`src/hdl/fru_pkg.sv`:
```
// Shared constants, widths and types of the fresnel reflectance unit.
// No dependencies.
package fru_pkg;

   localparam int VECTOR_FRAC_BITS = 14;
   localparam int RESULT_FRAC_BITS = 15;
   localparam int INT_FRAC         = 30;
   localparam int ETA_FRAC         = 12;

   localparam int VEC_W  = 16;
   localparam int IOR_W  = 14;
   localparam int RES_W  = 16;

   localparam int PROD_W = 2 * VEC_W;
   localparam int DOT_W  = PROD_W + 2;
   localparam int MAG_W  = (2 * VECTOR_FRAC_BITS + 1 > DOT_W) ?
                           2 * VECTOR_FRAC_BITS + 1 : DOT_W;
   localparam int SH_R   = (2 * VECTOR_FRAC_BITS >= INT_FRAC) ?
                           2 * VECTOR_FRAC_BITS - INT_FRAC : 0;
   localparam int SH_L   = (2 * VECTOR_FRAC_BITS < INT_FRAC) ?
                           INT_FRAC - 2 * VECTOR_FRAC_BITS : 0;
   localparam int CSH_W  = MAG_W + SH_L;

   localparam int COS_W      = INT_FRAC + 1;
   localparam int RAD_W      = 2 * INT_FRAC + 2;
   localparam int SQ_STEPS   = RAD_W / 2;
   localparam int SQ_REM_W   = INT_FRAC + 5;
   localparam int SINT_W     = INT_FRAC;
   localparam int SIN_NUM_W  = COS_W + IOR_W;
   localparam int ETA_PROD_W = IOR_W + COS_W;
   localparam int TERM_W     = ETA_PROD_W - ETA_FRAC;
   localparam int DEN_W      = TERM_W + 1;
   localparam int RATIO_W    = INT_FRAC + 1;
   localparam int SQR_W      = 2 * RATIO_W;
   localparam int KR_W       = SQR_W;
   localparam int RND_W      = KR_W + 1;
   localparam int RND_SH     = 2 * INT_FRAC - RESULT_FRAC_BITS;

   localparam logic [MAG_W-1:0] CLAMP_LIM = MAG_W'(1) << (2 * VECTOR_FRAC_BITS);
   localparam logic [RAD_W-1:0] ONE60     = RAD_W'(1) << (2 * INT_FRAC);
   localparam logic [IOR_W-1:0] ETA_ONE   = IOR_W'(1) << ETA_FRAC;
   localparam logic [RND_W-1:0] RND_HALF  = RND_W'(1) << (RND_SH - 1);
   localparam logic [RES_W-1:0] RES_MAX   = '1;
   localparam logic [RES_W-1:0] FORCE_VAL = (RESULT_FRAC_BITS >= RES_W) ? RES_MAX :
                                            RES_W'(64'd1 << RESULT_FRAC_BITS);

   typedef struct packed {
      logic signed [VEC_W-1:0] dir_x;
      logic signed [VEC_W-1:0] dir_y;
      logic signed [VEC_W-1:0] dir_z;
      logic signed [VEC_W-1:0] normal_x;
      logic signed [VEC_W-1:0] normal_y;
      logic signed [VEC_W-1:0] normal_z;
      logic [IOR_W-1:0]        ior;
   } fru_req_type;

   // Travels beside the arithmetic up to the ratio divider, which carries only the forced bit.
   typedef struct packed {
      logic [COS_W-1:0] c;
      logic [IOR_W-1:0] ei;
      logic [IOR_W-1:0] et;
      logic             forced;
   } fru_side_type;

endpackage

```
`src/hdl/fru_front.sv`:
```
// Front stages: dot product, clamp to Q30 cosine, index swap, 1 - c^2.
// Depends on fru_pkg.
module fru_front import fru_pkg::*; (
   input  logic             clock,
   input  logic             reset,
   input  logic             adv,
   input  logic             in_vld,
   input  fru_req_type      in_req,
   output logic             out_vld,
   output logic [RAD_W-1:0] out_rad,
   output fru_side_type     out_side
);

   logic                     v1_ff, v2_ff, v3_ff, v4_ff;
   logic signed [PROD_W-1:0] px_ff, py_ff, pz_ff;
   logic [IOR_W-1:0]         ior_ff;
   logic signed [DOT_W-1:0]  dot;
   logic [MAG_W-1:0]         mag, mag_c;
   logic                     leaving;
   fru_side_type             side2_in, side2_ff, side3_ff, side4_ff;
   logic [2*COS_W-1:0]       cc_ff;
   logic [RAD_W-1:0]         rad_ff;

   always_comb begin
      dot = DOT_W'(px_ff) + DOT_W'(py_ff) + DOT_W'(pz_ff);
      leaving = !dot[DOT_W-1] && (dot != '0);
      mag = dot[DOT_W-1] ? MAG_W'(-dot) : MAG_W'(dot);
      mag_c = (mag > CLAMP_LIM) ? CLAMP_LIM : mag;
      side2_in.c = COS_W'((CSH_W'(mag_c) >> SH_R) << SH_L);
      side2_in.ei = leaving ? ior_ff : ETA_ONE;
      side2_in.et = leaving ? ETA_ONE : ior_ff;
      side2_in.forced = 1'b0;
   end

   always_ff @(posedge clock) begin
      if (reset) begin
         v1_ff <= 1'b0;
         v2_ff <= 1'b0;
         v3_ff <= 1'b0;
         v4_ff <= 1'b0;
      end else if (adv) begin
         v1_ff <= in_vld;
         v2_ff <= v1_ff;
         v3_ff <= v2_ff;
         v4_ff <= v3_ff;
      end
   end

   always_ff @(posedge clock) begin
      if (adv) begin
         px_ff    <= in_req.dir_x * in_req.normal_x;
         py_ff    <= in_req.dir_y * in_req.normal_y;
         pz_ff    <= in_req.dir_z * in_req.normal_z;
         ior_ff   <= in_req.ior;
         side2_ff <= side2_in;
         cc_ff    <= side2_ff.c * side2_ff.c;
         side3_ff <= side2_ff;
         rad_ff   <= ONE60 - RAD_W'(cc_ff);
         side4_ff <= side3_ff;
      end
   end

   assign out_vld  = v4_ff;
   assign out_rad  = rad_ff;
   assign out_side = side4_ff;

endmodule

```
`config.mk`:
```
export PLATFORM = sky130hd
export DESIGN_NAME = fru_front
export DESIGN_NICKNAME = d
export VERILOG_FILES = /design/src/hdl/fru_pkg.sv /design/src/hdl/fru_front.sv
export SDC_FILE = /design/constraint.sdc
export NUM_CORES = 2
export LEC_CHECK = 0
export BUFFER_PORTS_ARGS = -buffer_cell sky130_fd_sc_hd__clkbuf_2
export CAP_MARGIN = 20
export CORE_MARGIN = 2
export CORE_UTILIZATION = 45
export CTS_CLUSTER_SIZE = 8
export DETAILED_ROUTE_END_ITERATION = 12
export SYNTH_ARGS = -nofsm -noshare
export SYNTH_HDL_FRONTEND = slang
export SYNTH_SLANG_ARGS = --single-unit
```
`constraint.sdc`:
```
create_clock -name clock -period 9.4 [get_ports clock]
set_input_delay 1.41 -clock clock [delete_from_list [all_inputs] [get_ports clock]]
set_output_delay 1.41 -clock clock [all_outputs]
set_load 0.005 [all_outputs]
```
# Word-level counts from Yosys, hierarchy flattened
# Cells that the tools add are included.
[word_totals]
regBits = 405
inputBits = 114
out_inout_bits = 123
word_cells = 32
[op_classes]
n_addsub = 4
multipliers = 4
magnitude_cmp = 1
mux = 1
n_reduce_logical = 3
[op_table]
columns = ["cell", "count"]
rows = [
  ["multiplier 16 x 16 -> 32 bit", 3],
  ["subtractor 61 x 62 -> 62 bit, first input constant", 1],
  ["multiplier 29 x 29 -> 58 bit", 1],
  ["adder 33 x 32 -> 34 bit", 1],
  ["> comparator 34 x 29 -> 1 bit, second input constant", 1],
  ["2-to-1 mux 34 bit", 1],
  ["negator 34 bit", 1],
  ["nonzero test 34 bit", 1],
  ["adder 32 x 32 -> 33 bit", 1],
  ["logical AND 1 bit", 1],
  ["zero test 1 bit", 1],
]

# Logic depth before layout (Yosys ltp)
[depth]
word_depth = 5
mapped_depth = 31
mapped_depth_nobuf = 29

# Least setup slack after synthesis
# No wires, ideal clock.
[synth_timing]
path_kind = "reg-to-reg"
startpoint = "register side2_ff[48] (netlist name)"
endpoint = "register cc_ff[61] (data pin)"
setup_ps = 261
arrival_ps = 7558
required_time_ps = 9139
setup_slack_ps = 1582
stages_incl_launch_ff = 29
path_buffers = 2
synth_period_minus_slack_ps = 7818
cell_sequence = "edfxtp_1 > clkbuf_1 > clkbuf_1 > nand2_1 > fa_1 > inv_1 > fa_1 > fa_1 > inv_1 > fa_1 > inv_1 > fa_1 > fa_1 > fa_1 > inv_1 > fa_1 > inv_1 > ha_1 > a21o_1 > a21o_1 > a21oi_1 > o21ai_0 > a221o_1 > a221o_1 > a31oi_1 > o311ai_0 > nand3_1 > nand2b_1 > o311a_1"
[synth_via]
elab_chain_cells = 1
[synth_rtl]
columns = ["element", "line", "text"]
rows = [
  ["start, declared", "fru_front.sv:20", "fru_side_type side2_in, side2_ff, side3_ff, side4_ff;"],
  ["start signal, assigned", "fru_front.sv:55", "side2_ff <= side2_in;"],
  ["multiplier 29 x 29 -> 58 bit", "fru_front.sv:56", "cc_ff <= side2_ff.c * side2_ff.c;"],
  ["end signal, assigned", "fru_front.sv:56", ""],
  ["end, declared", "fru_front.sv:21", "logic [2*COS_W-1:0] cc_ff;"],
]
# No other way between the ends.
# A chain may end at the register's enable or synchronous reset.

# Final worst setup path
[layout_timing]
startpoint = "register side2_ff[34] (netlist name)"
endpoint = "register cc_ff[61] (data pin)"
# The elaborated chain is that of the path after synthesis.

==> qor.yml <==
cts_sinks: 397
max_slew_margin_pct: 31.58
ff2ff_setup_slack_ps: 570
ys_types: 99
cts_root_buffer: "clkbuf_16"
worst_hold_slack_ps: 387.3
wirelength_um: 164800
reg2reg_depth: 25
nFillCells: 14420
synthXorXnorAreaFrac_pct: 3.553
cts-resized-gates: 0
syn_avg_cell_area_um2: 10.21
viasPerCell: 5.061
gp_congestion: 0.9080
fin_crit_ps: 8827
status: "completed"
hold-path-endpoint: "out_side[46]"
synthSimpleGateAreaFrac_pct: 12.61
worst_pin_slew_ps: 1026
final_antenna_net_count: 0
cts_setup_buffers: 0
synth_top_family_by_area: "adder cells"
clkTransAtPathRegs_ps: 60
initial_core_util_pct: 45.39
cts_hold_buf: 0
crit_required_ps: 9800
tritoncts: "done"
hold_path_depth: 0
num_vias: 45800
tns_ps: 0
grt_max_degree: 135
worstSkewPairLatency_ps: 670
area_growth_pct: 7.011
setup_viol_count_final: 0
crit_path_start_kind: "flop"
finalNetCount: 9101
layout_commonest_cell: "inv_1"
synth_fa_ha_area_share_pct: 51.55
grt_pass1_wl_um: 269300
yosys.area.top_type_share_pct: 42.01
die_w_um: 398.4
final_max_slew_viol_count: 0
wl_per_cell_um: 18.21
track_usage_pct: 21.53
drt_iter0_drc: 2607
post-dp-hpwl_um: 134300
min_from: "side3_ff[46]"
worst-setup-path-type: "reg2reg"
drc: 0
crit_path_end_kind: "flop"
synthMuxAreaShare_pct: 0.2055
ys_warn_count: 0
syn_inst: 6854
synth_seq_cells: 397
regToRegStartpoint: "side2_ff[34]"
max_freq_ghz: 0.1133
hp-class: "reg2reg"
final_cell_mix: "1667 x inv_1, 1469 x fa_1, 740 x nand2_1"
rsz0062_at_grt: "false"
timing.rr.end: "cc_ff[61]"
finClkSkew_ps: 42.41
synth_ff_type: "edfxtp_1"
cts-buffers-inserted: 57
die_h_um: 398.4
crit_arrival_ps: 9230
design.core.area_um2: 154200
cts_buffer_depth: 3
io_pins: 237
seq_area_frac_synth_pct: 16.97
die_area_um2: 158700
synth-compound-area-share_pct: 4.947
worst-path-max-fanout: 20
cap_viol_max_count: 0
yosys-top-cells-area: "fa_1 42%, edfxtp_1 17%, ha_1 9.5%, inv_1 8.9%, and2_1 4.5%"
grt_antenna_before_repair: 0
yosys.area.top_type: "fa_1"
grt_pass1_vias: 50010
synth-edff-count: 393
grt-ovfl-total: 0
layout-drive-gt1-share_pct: 5.826
syn_area_um2: 70010
dr.pass1.iters: 5
htree_levels: 2
hold_viol_final: 0
synthArstFlopShare_pct: 0
final_core_utilization_pct: 48.58
finalCritPeriodShare_pct: 93.90
port_buffers: 229
rows: 144
worst max path at each step:
stage | from | end | slack (ps) | cells past startpoint
3_5_place_dp | side2_ff[34] | cc_ff[61] | 570 | 26
6_report | side2_ff[34] | cc_ff[61] | 570 | 25
3_3_place_gp | side2_ff[34] | cc_ff[61] | 660 | 25
5_1_grt | side2_ff[34] | cc_ff[61] | 70 | 26
4_1_cts | side2_ff[34] | cc_ff[61] | 560 | 26
2_1_floorplan | side2_ff[48] | cc_ff[61] | 1580 | 28
flip-flops by register name, summed over array words and instances (netlist names), 14 cells and up:
register / cells
pz_ff: 32
ior_ff: 14
cc_ff: 56
side2_ff: 57
px_ff: 32
out_rad: 56
py_ff: 32
out_side: 57
side3_ff: 57
routing by layer:
layer,wire (µm),vias to the layer above,global-route usage (%)
li1,-,21010,-
met1,71510,23470,29.25
met2,81460,1113,36.98
met3,8028,201,2.437
met4,3769,0,5.108
met5,0,-,0
stage by stage:
| step | cell area, µm² | cells | worst slack (ps) |
|---|---|---|---|
| 2_1_floorplan | 70030 | 6860 | 1582 |
| 3_3_place_gp | 73280 | 8969 | 661.8 |
| 3_5_place_dp | 73280 | 8969 | 568.8 |
| 4_1_cts | 74910 | 9047 | 564.1 |
| 5_1_grt | 74910 | 9047 | 74.67 |
| 6_report | 74920 | 9048 | 573.4 |
logic make-up after synthesis:
logic type      count (synthesis)
fa+ha+maj                    2003
buf+inv                      1880
simple gates                 1760
compound gates                515
flops                         397
xor+xnor                      284
mux                            14
other cells                     1
worst max-delay path: stages, from the launching register on:
cell	delay, ps
edfxtp_1	860
and2_1	330
fa_1	440
fa_1	490
fa_1	530
inv_1	60
fa_1	500
inv_1	60
fa_1	450
ha_1	300
fa_1	480
inv_1	50
fa_1	500
inv_1	40
ha_1	350
a21o_1	200
a2111oi_0	680
o31ai_1	200
o41ai_1	520
nand2_1	260
a31oi_1	250
buf_4	200
o311ai_0	250
nand3_1	150
nand2b_1	100
o311a_1	340
cell usage after synthesis, types with 17 or more instances:
cell      number
nor2b_1       35
inv_1       1667
or3_1         17
nor3_2        20
o21a_1        30
a31oi_1       19
a21o_1        87
nand2_1      740
xor2_1        74
nor2_1       178
o21ai_0       78
nand3_1       30
nand2b_1      68
and3_1        23
o21bai_1      29
clkbuf_1     194
ha_1         534
a21oi_1      157
edfxtp_1     393
fa_1        1469
nor3_1        49
and2_1       505
xnor2_1      210
final cells by class:
class / instances / area, µm² / share of cell area, %
Clock buffer: 71 / 1489 / 1.987
Multi-Input combinational cell: 4583 / 51050 / 68.14
Clock inverter: 7 / 147.6 / 0.1971
Timing Repair Buffer: 278 / 1536 / 2.051
Sequential cell: 397 / 11880 / 15.86
Inverter: 1667 / 6257 / 8.352
Tap cell: 2044 / 2557 / 3.414
Antenna cell: 1 / 2.502 / 0.003340
Power is left out: the tool's default activity adds up to more than one toggle a clock period on the data nets, which glitch-free logic cannot reach.
