$ cat src/hdl/fru_pkg.sv
// Shared constants, widths and types of the fresnel reflectance unit.
// No dependencies.
package fru_pkg;

   localparam int VECTOR_FRAC_BITS = 14;
   localparam int RESULT_FRAC_BITS = 15;
   localparam int INT_FRAC         = 30;
   localparam int ETA_FRAC         = 12;

   localparam int VEC_W  = 16;
   localparam int IOR_W  = 14;
   localparam int RES_W  = 16;

   localparam int PROD_W = 2 * VEC_W;
   localparam int DOT_W  = PROD_W + 2;
   localparam int MAG_W  = (2 * VECTOR_FRAC_BITS + 1 > DOT_W) ?
                           2 * VECTOR_FRAC_BITS + 1 : DOT_W;
   localparam int SH_R   = (2 * VECTOR_FRAC_BITS >= INT_FRAC) ?
                           2 * VECTOR_FRAC_BITS - INT_FRAC : 0;
   localparam int SH_L   = (2 * VECTOR_FRAC_BITS < INT_FRAC) ?
                           INT_FRAC - 2 * VECTOR_FRAC_BITS : 0;
   localparam int CSH_W  = MAG_W + SH_L;

   localparam int COS_W      = INT_FRAC + 1;
   localparam int RAD_W      = 2 * INT_FRAC + 2;
   localparam int SQ_STEPS   = RAD_W / 2;
   localparam int SQ_REM_W   = INT_FRAC + 5;
   localparam int SINT_W     = INT_FRAC;
   localparam int SIN_NUM_W  = COS_W + IOR_W;
   localparam int ETA_PROD_W = IOR_W + COS_W;
   localparam int TERM_W     = ETA_PROD_W - ETA_FRAC;
   localparam int DEN_W      = TERM_W + 1;
   localparam int RATIO_W    = INT_FRAC + 1;
   localparam int SQR_W      = 2 * RATIO_W;
   localparam int KR_W       = SQR_W;
   localparam int RND_W      = KR_W + 1;
   localparam int RND_SH     = 2 * INT_FRAC - RESULT_FRAC_BITS;

   localparam logic [MAG_W-1:0] CLAMP_LIM = MAG_W'(1) << (2 * VECTOR_FRAC_BITS);
   localparam logic [RAD_W-1:0] ONE60     = RAD_W'(1) << (2 * INT_FRAC);
   localparam logic [IOR_W-1:0] ETA_ONE   = IOR_W'(1) << ETA_FRAC;
   localparam logic [RND_W-1:0] RND_HALF  = RND_W'(1) << (RND_SH - 1);
   localparam logic [RES_W-1:0] RES_MAX   = '1;
   localparam logic [RES_W-1:0] FORCE_VAL = (RESULT_FRAC_BITS >= RES_W) ? RES_MAX :
                                            RES_W'(64'd1 << RESULT_FRAC_BITS);

   typedef struct packed {
      logic signed [VEC_W-1:0] dir_x;
      logic signed [VEC_W-1:0] dir_y;
      logic signed [VEC_W-1:0] dir_z;
      logic signed [VEC_W-1:0] normal_x;
      logic signed [VEC_W-1:0] normal_y;
      logic signed [VEC_W-1:0] normal_z;
      logic [IOR_W-1:0]        ior;
   } fru_req_type;

   // Travels beside the arithmetic up to the ratio divider, which carries only the forced bit.
   typedef struct packed {
      logic [COS_W-1:0] c;
      logic [IOR_W-1:0] ei;
      logic [IOR_W-1:0] et;
      logic             forced;
   } fru_side_type;

endpackage

$ cat src/hdl/fru_sint_div.sv
// Pipelined divider for the transmitted sine, sin_i * ei / et, with the
// total internal reflection test at its entry. Depends on fru_pkg.
module fru_sint_div import fru_pkg::*; (
   input  logic                 clock,
   input  logic                 reset,
   input  logic                 adv,
   input  logic                 in_vld,
   input  logic [SIN_NUM_W-1:0] in_num,
   input  fru_side_type         in_side,
   output logic                 out_vld,
   output logic [SINT_W-1:0]    out_sint,
   output fru_side_type         out_side
);

   logic              vld_ff  [SINT_W];
   logic [IOR_W-1:0]  rem_ff  [SINT_W];
   logic [SINT_W-1:0] bits_ff [SINT_W];
   logic [SINT_W-1:0] q_ff    [SINT_W];
   fru_side_type      side_ff [SINT_W];
   fru_side_type      entry_side;

   // quotient reaches 1.0 exactly when the upper numerator bits reach et
   always_comb begin
      entry_side = in_side;
      entry_side.forced = in_side.forced ||
                          (in_num[SIN_NUM_W-1:SINT_W] >= {1'b0, in_side.et});
   end

   for (genvar k = 0; k < SINT_W; k++) begin : g_step
      logic              vld_p;
      logic [IOR_W-1:0]  rem_p, rem_in;
      logic [IOR_W:0]    sh;
      logic [SINT_W-1:0] bits_p, q_p, q_in;
      fru_side_type      side_p;

      if (k == 0) begin : g_first
         assign vld_p  = in_vld;
         assign rem_p  = in_num[SINT_W +: IOR_W];
         assign bits_p = in_num[SINT_W-1:0];
         assign q_p    = '0;
         assign side_p = entry_side;
      end else begin : g_next
         assign vld_p  = vld_ff[k-1];
         assign rem_p  = rem_ff[k-1];
         assign bits_p = bits_ff[k-1];
         assign q_p    = q_ff[k-1];
         assign side_p = side_ff[k-1];
      end

      always_comb begin
         sh = {rem_p, bits_p[SINT_W-1]};
         if (sh >= {1'b0, side_p.et}) begin
            rem_in = IOR_W'(sh - {1'b0, side_p.et});
            q_in   = {q_p[SINT_W-2:0], 1'b1};
         end else begin
            rem_in = sh[IOR_W-1:0];
            q_in   = {q_p[SINT_W-2:0], 1'b0};
         end
      end

      always_ff @(posedge clock) begin
         if (reset) begin
            vld_ff[k] <= 1'b0;
         end else if (adv) begin
            vld_ff[k] <= vld_p;
         end
      end

      always_ff @(posedge clock) begin
         if (adv) begin
            rem_ff[k]  <= rem_in;
            bits_ff[k] <= bits_p << 1;
            q_ff[k]    <= q_in;
            side_ff[k] <= side_p;
         end
      end
   end

   assign out_vld  = vld_ff[SINT_W-1];
   assign out_sint = q_ff[SINT_W-1];
   assign out_side = side_ff[SINT_W-1];

endmodule

$ cat config.mk
export PLATFORM = sky130hd
export DESIGN_NAME = fru_sint_div
export DESIGN_NICKNAME = d
export VERILOG_FILES = /design/src/hdl/fru_pkg.sv /design/src/hdl/fru_sint_div.sv
export SDC_FILE = /design/constraint.sdc
export NUM_CORES = 2
export LEC_CHECK = 0
export BUFFER_PORTS_ARGS = -buffer_cell sky130_fd_sc_hd__buf_2
export CELL_PAD_IN_SITES_DETAIL_PLACEMENT = 1
export CELL_PAD_IN_SITES_GLOBAL_PLACEMENT = 2
export CORE_MARGIN = 2
export CORE_UTILIZATION = 40
export DETAILED_ROUTE_END_ITERATION = 8
export GPL_ROUTABILITY_DRIVEN = 0
export GPL_TIMING_DRIVEN = 0
export PLACE_DENSITY = 0.75
export SLEW_MARGIN = 40
export SYNTH_ARGS = -nofsm -noshare
export SYNTH_HDL_FRONTEND = slang
export SYNTH_SLANG_ARGS = --single-unit
export TNS_END_PERCENT = 50
$ cat constraint.sdc
create_clock -name clock -period 3.53 [get_ports clock]
set_input_delay 0.8825 -clock clock [delete_from_list [all_inputs] [get_ports clock]]
set_output_delay 0.8825 -clock clock [all_outputs]
set_load 0.1 [all_outputs]
Word-level counts from Yosys, hierarchy flattened

Memory sizes are Yosys's and may differ from the RTL's.
Cells that the tools add are included.

Memories kept: 5
Register bits after elaboration: 0
Memory bits (writable): 4,020
ROM bits: 0
Bits in latches: 0
Output and inout bits: 91
Logic and storage cells: 193
Input port bits: 109

Divide/modulo/power cells: 0
Bitwise gates (word level): 30
$add $sub $neg: 30
$lt $le $gt $ge: 31
Multipliers: 0
Equality and inequality tests: 0
Mux-type cells: 96
Reductions and logical operators: 1
Shifts and indexed selects: 0

Memories:

| name    | words | width | read ports | clocked after Yosys merged registers in | wr ports | line               | source |
|---|---|---|---|---|---|---|---|
| side_ff | 30    | 60    | 30         | 0                                       | 30       | fru_sint_div.sv:19 | `fru_side_type side_ff [SINT_W];` |
| q_ff    | 30    | 30    | 30         | 0                                       | 30       | fru_sint_div.sv:18 | `logic [SINT_W-1:0] q_ff [SINT_W];` |
| bits_ff | 30    | 29    | 29         | 0                                       | 30       | fru_sint_div.sv:17 | `logic [SINT_W-1:0] bits_ff [SINT_W];` |
| rem_ff  | 30    | 14    | 29         | 0                                       | 30       | fru_sint_div.sv:16 | `logic [IOR_W-1:0] rem_ff [SINT_W];` |
| vld_ff  | 30    | 1     | 30         | 0                                       | 30       | fru_sint_div.sv:15 | `logic vld_ff [SINT_W];` |

Operators with widths:

| operator           | number |
|---|---|
| $ge A15 B14 Y1     | 31 |
| $mux W14           | 30 |
| $sub A14 B14 Y14   | 30 |
| $mux W1            | 66 |
| $or A1 B1 Y1       | 30 |
| $logic_or A1 B1 Y1 | 1 |

Longest topological paths before layout

Word-level depth: 4
Depth in mapped cells: 13

Worst setup path after synthesis

OpenSTA, ideal clock, no wires.

Path kind: input -> register
Start: in in_side[7] (netlist name)
End: mem rem_ff[0][10], data pin
Path buffers: 2
Stages on the path: 12
Setup time: 0.260 ns
Required time: 3.270 ns
Data arrival time: 3.140 ns
Path slack: 0.130 ns
Path through: inv_1 -> ha_1 -> a211oi_2 -> o21bai_1 -> a21o_1 -> a211o_1 -> nor3_2 -> o21bai_1 -> a211o_1 -> buf_6 -> buf_6 -> mux2_4

RTL lines:

| item        | line               | source |
|---|---|---|
| from (decl) | fru_sint_div.sv:9  | `input fru_side_type in_side,` |
| to (decl)   | fru_sint_div.sv:16 |  |

==> summary by stage <==
Setup path
The endpoint kind of the worst setup timing path is a flop. Data on the critical path arrives at its endpoint at 4.06 ns. In this run the critical register-to-register path is launched from rem_ff[15][0]. The critical path data required time is a little over 4 ns. The critical path is of the reg -> reg type. The top fanout value on the critical path is 10.

The worst setup path is launched from a flop. For the worst flop-to-flop path, the logic depth is 9. The worst reg2reg path endpoint is rem_ff[16][11].

The worst setup slack for register-to-register paths is 0.07 ns.

Synth
The commonest register cell after synthesis is sky130_fd_sc_hd__edfxtp_1. Counting flops with an async set or reset pin after synthesis yields a share of 0%. The number of synthesized flops with an enable pin is 3136.

The proportion of netlist area held by the largest area contributor is between 70% and 80%. The post-synthesis cell count is between 6000 and 7000. The flip-flop and latch count after synthesis is 3136. The proportion of synthesized chip area in sequential cells is 78.61%.

In the post-synthesis netlist, the biggest area contributors are sky130_fd_sc_hd__edfxtp_1, sky130_fd_sc_hd__ha_1, sky130_fd_sc_hd__mux2_2, sky130_fd_sc_hd__inv_1, sky130_fd_sc_hd__a21oi_1. The synthesized netlist occupies a cell area of 0.1198 mm2. The post-synthesis net count is 7423.

Of all cell types, the one taking the most synthesized area is sky130_fd_sc_hd__edfxtp_1. Each instance of the synthesized netlist takes up on average between 15 and 20 um2. During synthesis, Yosys emitted a total of 0 warnings. The number of distinct library cells after synthesis is 79.

Floorplan
The core region is ~0.30 mm2. 200 I/O pins were placed. Measured along the x axis, the die boundary spans 551.2 um. From bottom edge to top edge, the die measures 551.2 um. The floorplan step defined a die boundary enclosing 0.3039 mm2. The starting utilization of the core area is 40.26%. The floorplan has 200 rows.

Run status
The flow ran to the end, and the final reports show no timing, DRC or antenna violations.

Global route
Entering global routing, the biggest net connects ~120 pins. The via count of the first global-routing pass is 59990. Global routing finished with a remaining overflow of 0. The initial antenna violation count came to 4.

The first global-routing pass estimated 318200 um of wire. The all-layer global routing usage is between 10% and 20%.

Routing
The count of routing violations after the opening detailed-route iteration is 3224. The number of vias after detailed routing is roughly 56000. After detailed routing, the number of remaining DRC violations is 0. The detail-routed via count per cell is 4.862. Wires add up to 198800 um.

The number of iterations in the first detailed-routing pass is 5. The detail route stage leaves a number of antenna-violating nets equal to 0. The wire length per cell after detailed routing is 17.12 um.

Placement
Buffers placed on the I/O ports in this run total 199. The number of placed instances, taps included, is 10990. The worst slack after detailed placement is -1.160 ns. Detailed placement ended at an HPWL of around 130000 um.

Clock network
The hold buffer count at CTS is 0. The H-tree depth reported by CTS is 5. The total CTS buffers is 337. The clock latency at the later pin of the worst-skew pair is 0.91 ns.

Clock tree synthesis selected as its root buffer the cell sky130_fd_sc_hd__clkbuf_16. The number of sinks on the clock net is between 3000 and 4000. The clock-pin slew of the registers on the worst-case setup and hold paths is 0.06 ns.

The CTS tree is built. No sink is reached through more buffers than the 4 on the longest clock path.

Layout
The layout overhead on the synthesized area is 15.01%. The final standard cell count with taps included and fillers excluded is 11610. Leaving out fill and tap cells, the most frequent cell in the layout is sky130_fd_sc_hd__edfxtp_1.

The fraction of layout cells with a size suffix above 1 is 13.01%. The final net count is 8000. The library cells used most frequently in the layout, excluding fill and tap cells, are sky130_fd_sc_hd__edfxtp_1, sky130_fd_sc_hd__inv_1, sky130_fd_sc_hd__ha_1, sky130_fd_sc_hd__clkbuf_16, sky130_fd_sc_hd__a21oi_1.

Counting the fill cells in the layout gives 28340.

Power
The internal power is 78.59 mW. The sequential share of power is 45.1%. In this run the power spent charging and discharging nets is 31.07 mW. Net switching is 28.33% of the power.

The maximum vdd drop is 0.0004845 V. In this run, the combinational gates consume between 20% and 30% of the power. The total power per unit cell area is 795.9 mW/mm2. Of the total power, the clock network draws 31.3%. The design draws 109.7 mW.

Summed over all cells, the static leakage comes to between 50 and 60 nW.

Timing
Setup slack closes at 0.06610 ns. The post-route clock period utilization is 98.13%. Derived from the worst setup path, the maximum achievable clock frequency is 288.7 MHz.

The pin slew with the least headroom to its limit is 0.8055 ns. The clock period minus final worst setup slack is 3.464 ns. The worst setup skew after layout is 0.05556 ns.

Setup repair after global routing could not meet its margin everywhere. Measured against its own limit, the worst slew margin works out to 45.94%. The final max-slew violation count is 0. The count of final setup violators is 0.

The total count of hold-check failures in the final report came to 0.

Worst hold path
The startpoint identified for the worst hold timing path is in_side[45]. In this run the worst hold path is classified as in -> reg. Along the worst hold path, the cell count comes to 1. For hold timing, the worst endpoint is side_ff[0][45].

Flow run
The count of max-cap constraint violations is 0.
==> cell families after synthesis <==
kind of cell               share of synthesized area (%)
AOI/OAI and AO/OA                                  5.814
buffers and inverters                              1.962
xor gates and xnor gates                           1.945
muxes                                              2.190
DFF                                                78.61
and+or+nand+nor                                    4.157
adders and majority gates                          5.321
==> worst max-delay path, stage by stage (launching register included) <==
cell and delay (ns):
sky130_fd_sc_hd__edfxtp_1 0.45, sky130_fd_sc_hd__ha_1 0.37, sky130_fd_sc_hd__nor2b_1 0.15, sky130_fd_sc_hd__o21ai_0 0.12, sky130_fd_sc_hd__a21boi_0 0.44, sky130_fd_sc_hd__o31a_1 0.33
sky130_fd_sc_hd__o21ai_0 0.12, sky130_fd_sc_hd__o211ai_1 0.28, sky130_fd_sc_hd__clkbuf_1 0.54, sky130_fd_sc_hd__mux2_2 0.41
==> cell type report <==
cell class,instances,area (um2),area share [%]
clock buffers,415,8790,6.380
flip-flops and latches,3136,94170,68.35
inverters,543,2038,1.479
clock inverters,194,2085,1.513
multi-input cells,3079,23400,16.99
repair buffers,238,2019,1.466
diodes,1,2.502,0.001816
well taps,3939,4928,3.577
plain buffers,64,335.3,0.2434
==> power groups by stage <==
stage	combinational, mW	clock, mW	sequential, mW
finish	25.9	34.4	49.4
global route	28.8	37.1	49.9
CTS	25.8	35.8	49.5
detailed placement	25.5	0	50.2
global placement	22.7	0	51.5
floorplan	18.5	0	49.7
==> stage by stage <==
step / utilization (%) / hold slack, ns / TNS [ns] / cell area, um2
after floorplan: - / 0.4003 / 0 / 119800
after global placement: 42.25 / 0.4001 / - / 125700
after detailed placement: 42.55 / 0.4052 / -648.18 / 126600
after CTS: 46.23 / 0.02908 / -0.005612 / 137500
after global routing: 46.30 / 0.04817 / -3.585 / 137800
final: 46.30 / 0.1423 / 0 / 137800
==> repair_timing <==
item / 4_1_cts / 5_1_grt
pin swaps: 1 / 2
gates cloned: 1 / 4
resized for setup: 12 / 34
buffers inserted: 1 / 2
endpoints found under the setup margin: 410 / 491
==> cell usage after synthesis, types with 39 or more instances <==
cell                       count
sky130_fd_sc_hd__edfxtp_1   3136
sky130_fd_sc_hd__inv_1       542
sky130_fd_sc_hd__ha_1        463
sky130_fd_sc_hd__a21oi_1     323
sky130_fd_sc_hd__nor2_1      305
sky130_fd_sc_hd__nand2_1     218
sky130_fd_sc_hd__o21ai_0     217
sky130_fd_sc_hd__mux2_2      188
sky130_fd_sc_hd__xnor2_1     159
sky130_fd_sc_hd__a21o_1      114
sky130_fd_sc_hd__xor2_1      107
sky130_fd_sc_hd__nor3_1       84
sky130_fd_sc_hd__nor2b_1      69
sky130_fd_sc_hd__o21a_1       66
sky130_fd_sc_hd__nand3_1      56
sky130_fd_sc_hd__clkbuf_1     46
sky130_fd_sc_hd__o211ai_1     45
sky130_fd_sc_hd__nand2b_1     44
sky130_fd_sc_hd__nand4_1      42
sky130_fd_sc_hd__a211oi_1     39
sky130_fd_sc_hd__a31oi_1      39
==> sequential cells by signal (all words and copies together) (netlist names) <==
register  cells
side_ff    1800
vld_ff       30
q_ff        465
rem_ff      406
bits_ff     435
==> per-layer routing <==
metal	part of all wire (%)	GRT usage [%]
met1	45	16.81
met2	48	21.63
met3	3.9	2.348
met4	3.0	4.340
met5	0	0
==> worst max path at each step <==
stage / startpoint / end
finish: rem_ff[15][0] / rem_ff[16][11]
global route: side_ff[9][62] / rem_ff[20][5]
CTS: side_ff[12][2] / rem_ff[25][10]
detailed placement: adv / side_ff[12][60]
global placement: adv / vld_ff[10]
floorplan: in_side[7] / rem_ff[0][10]
(Power assumes the default switching activity.)
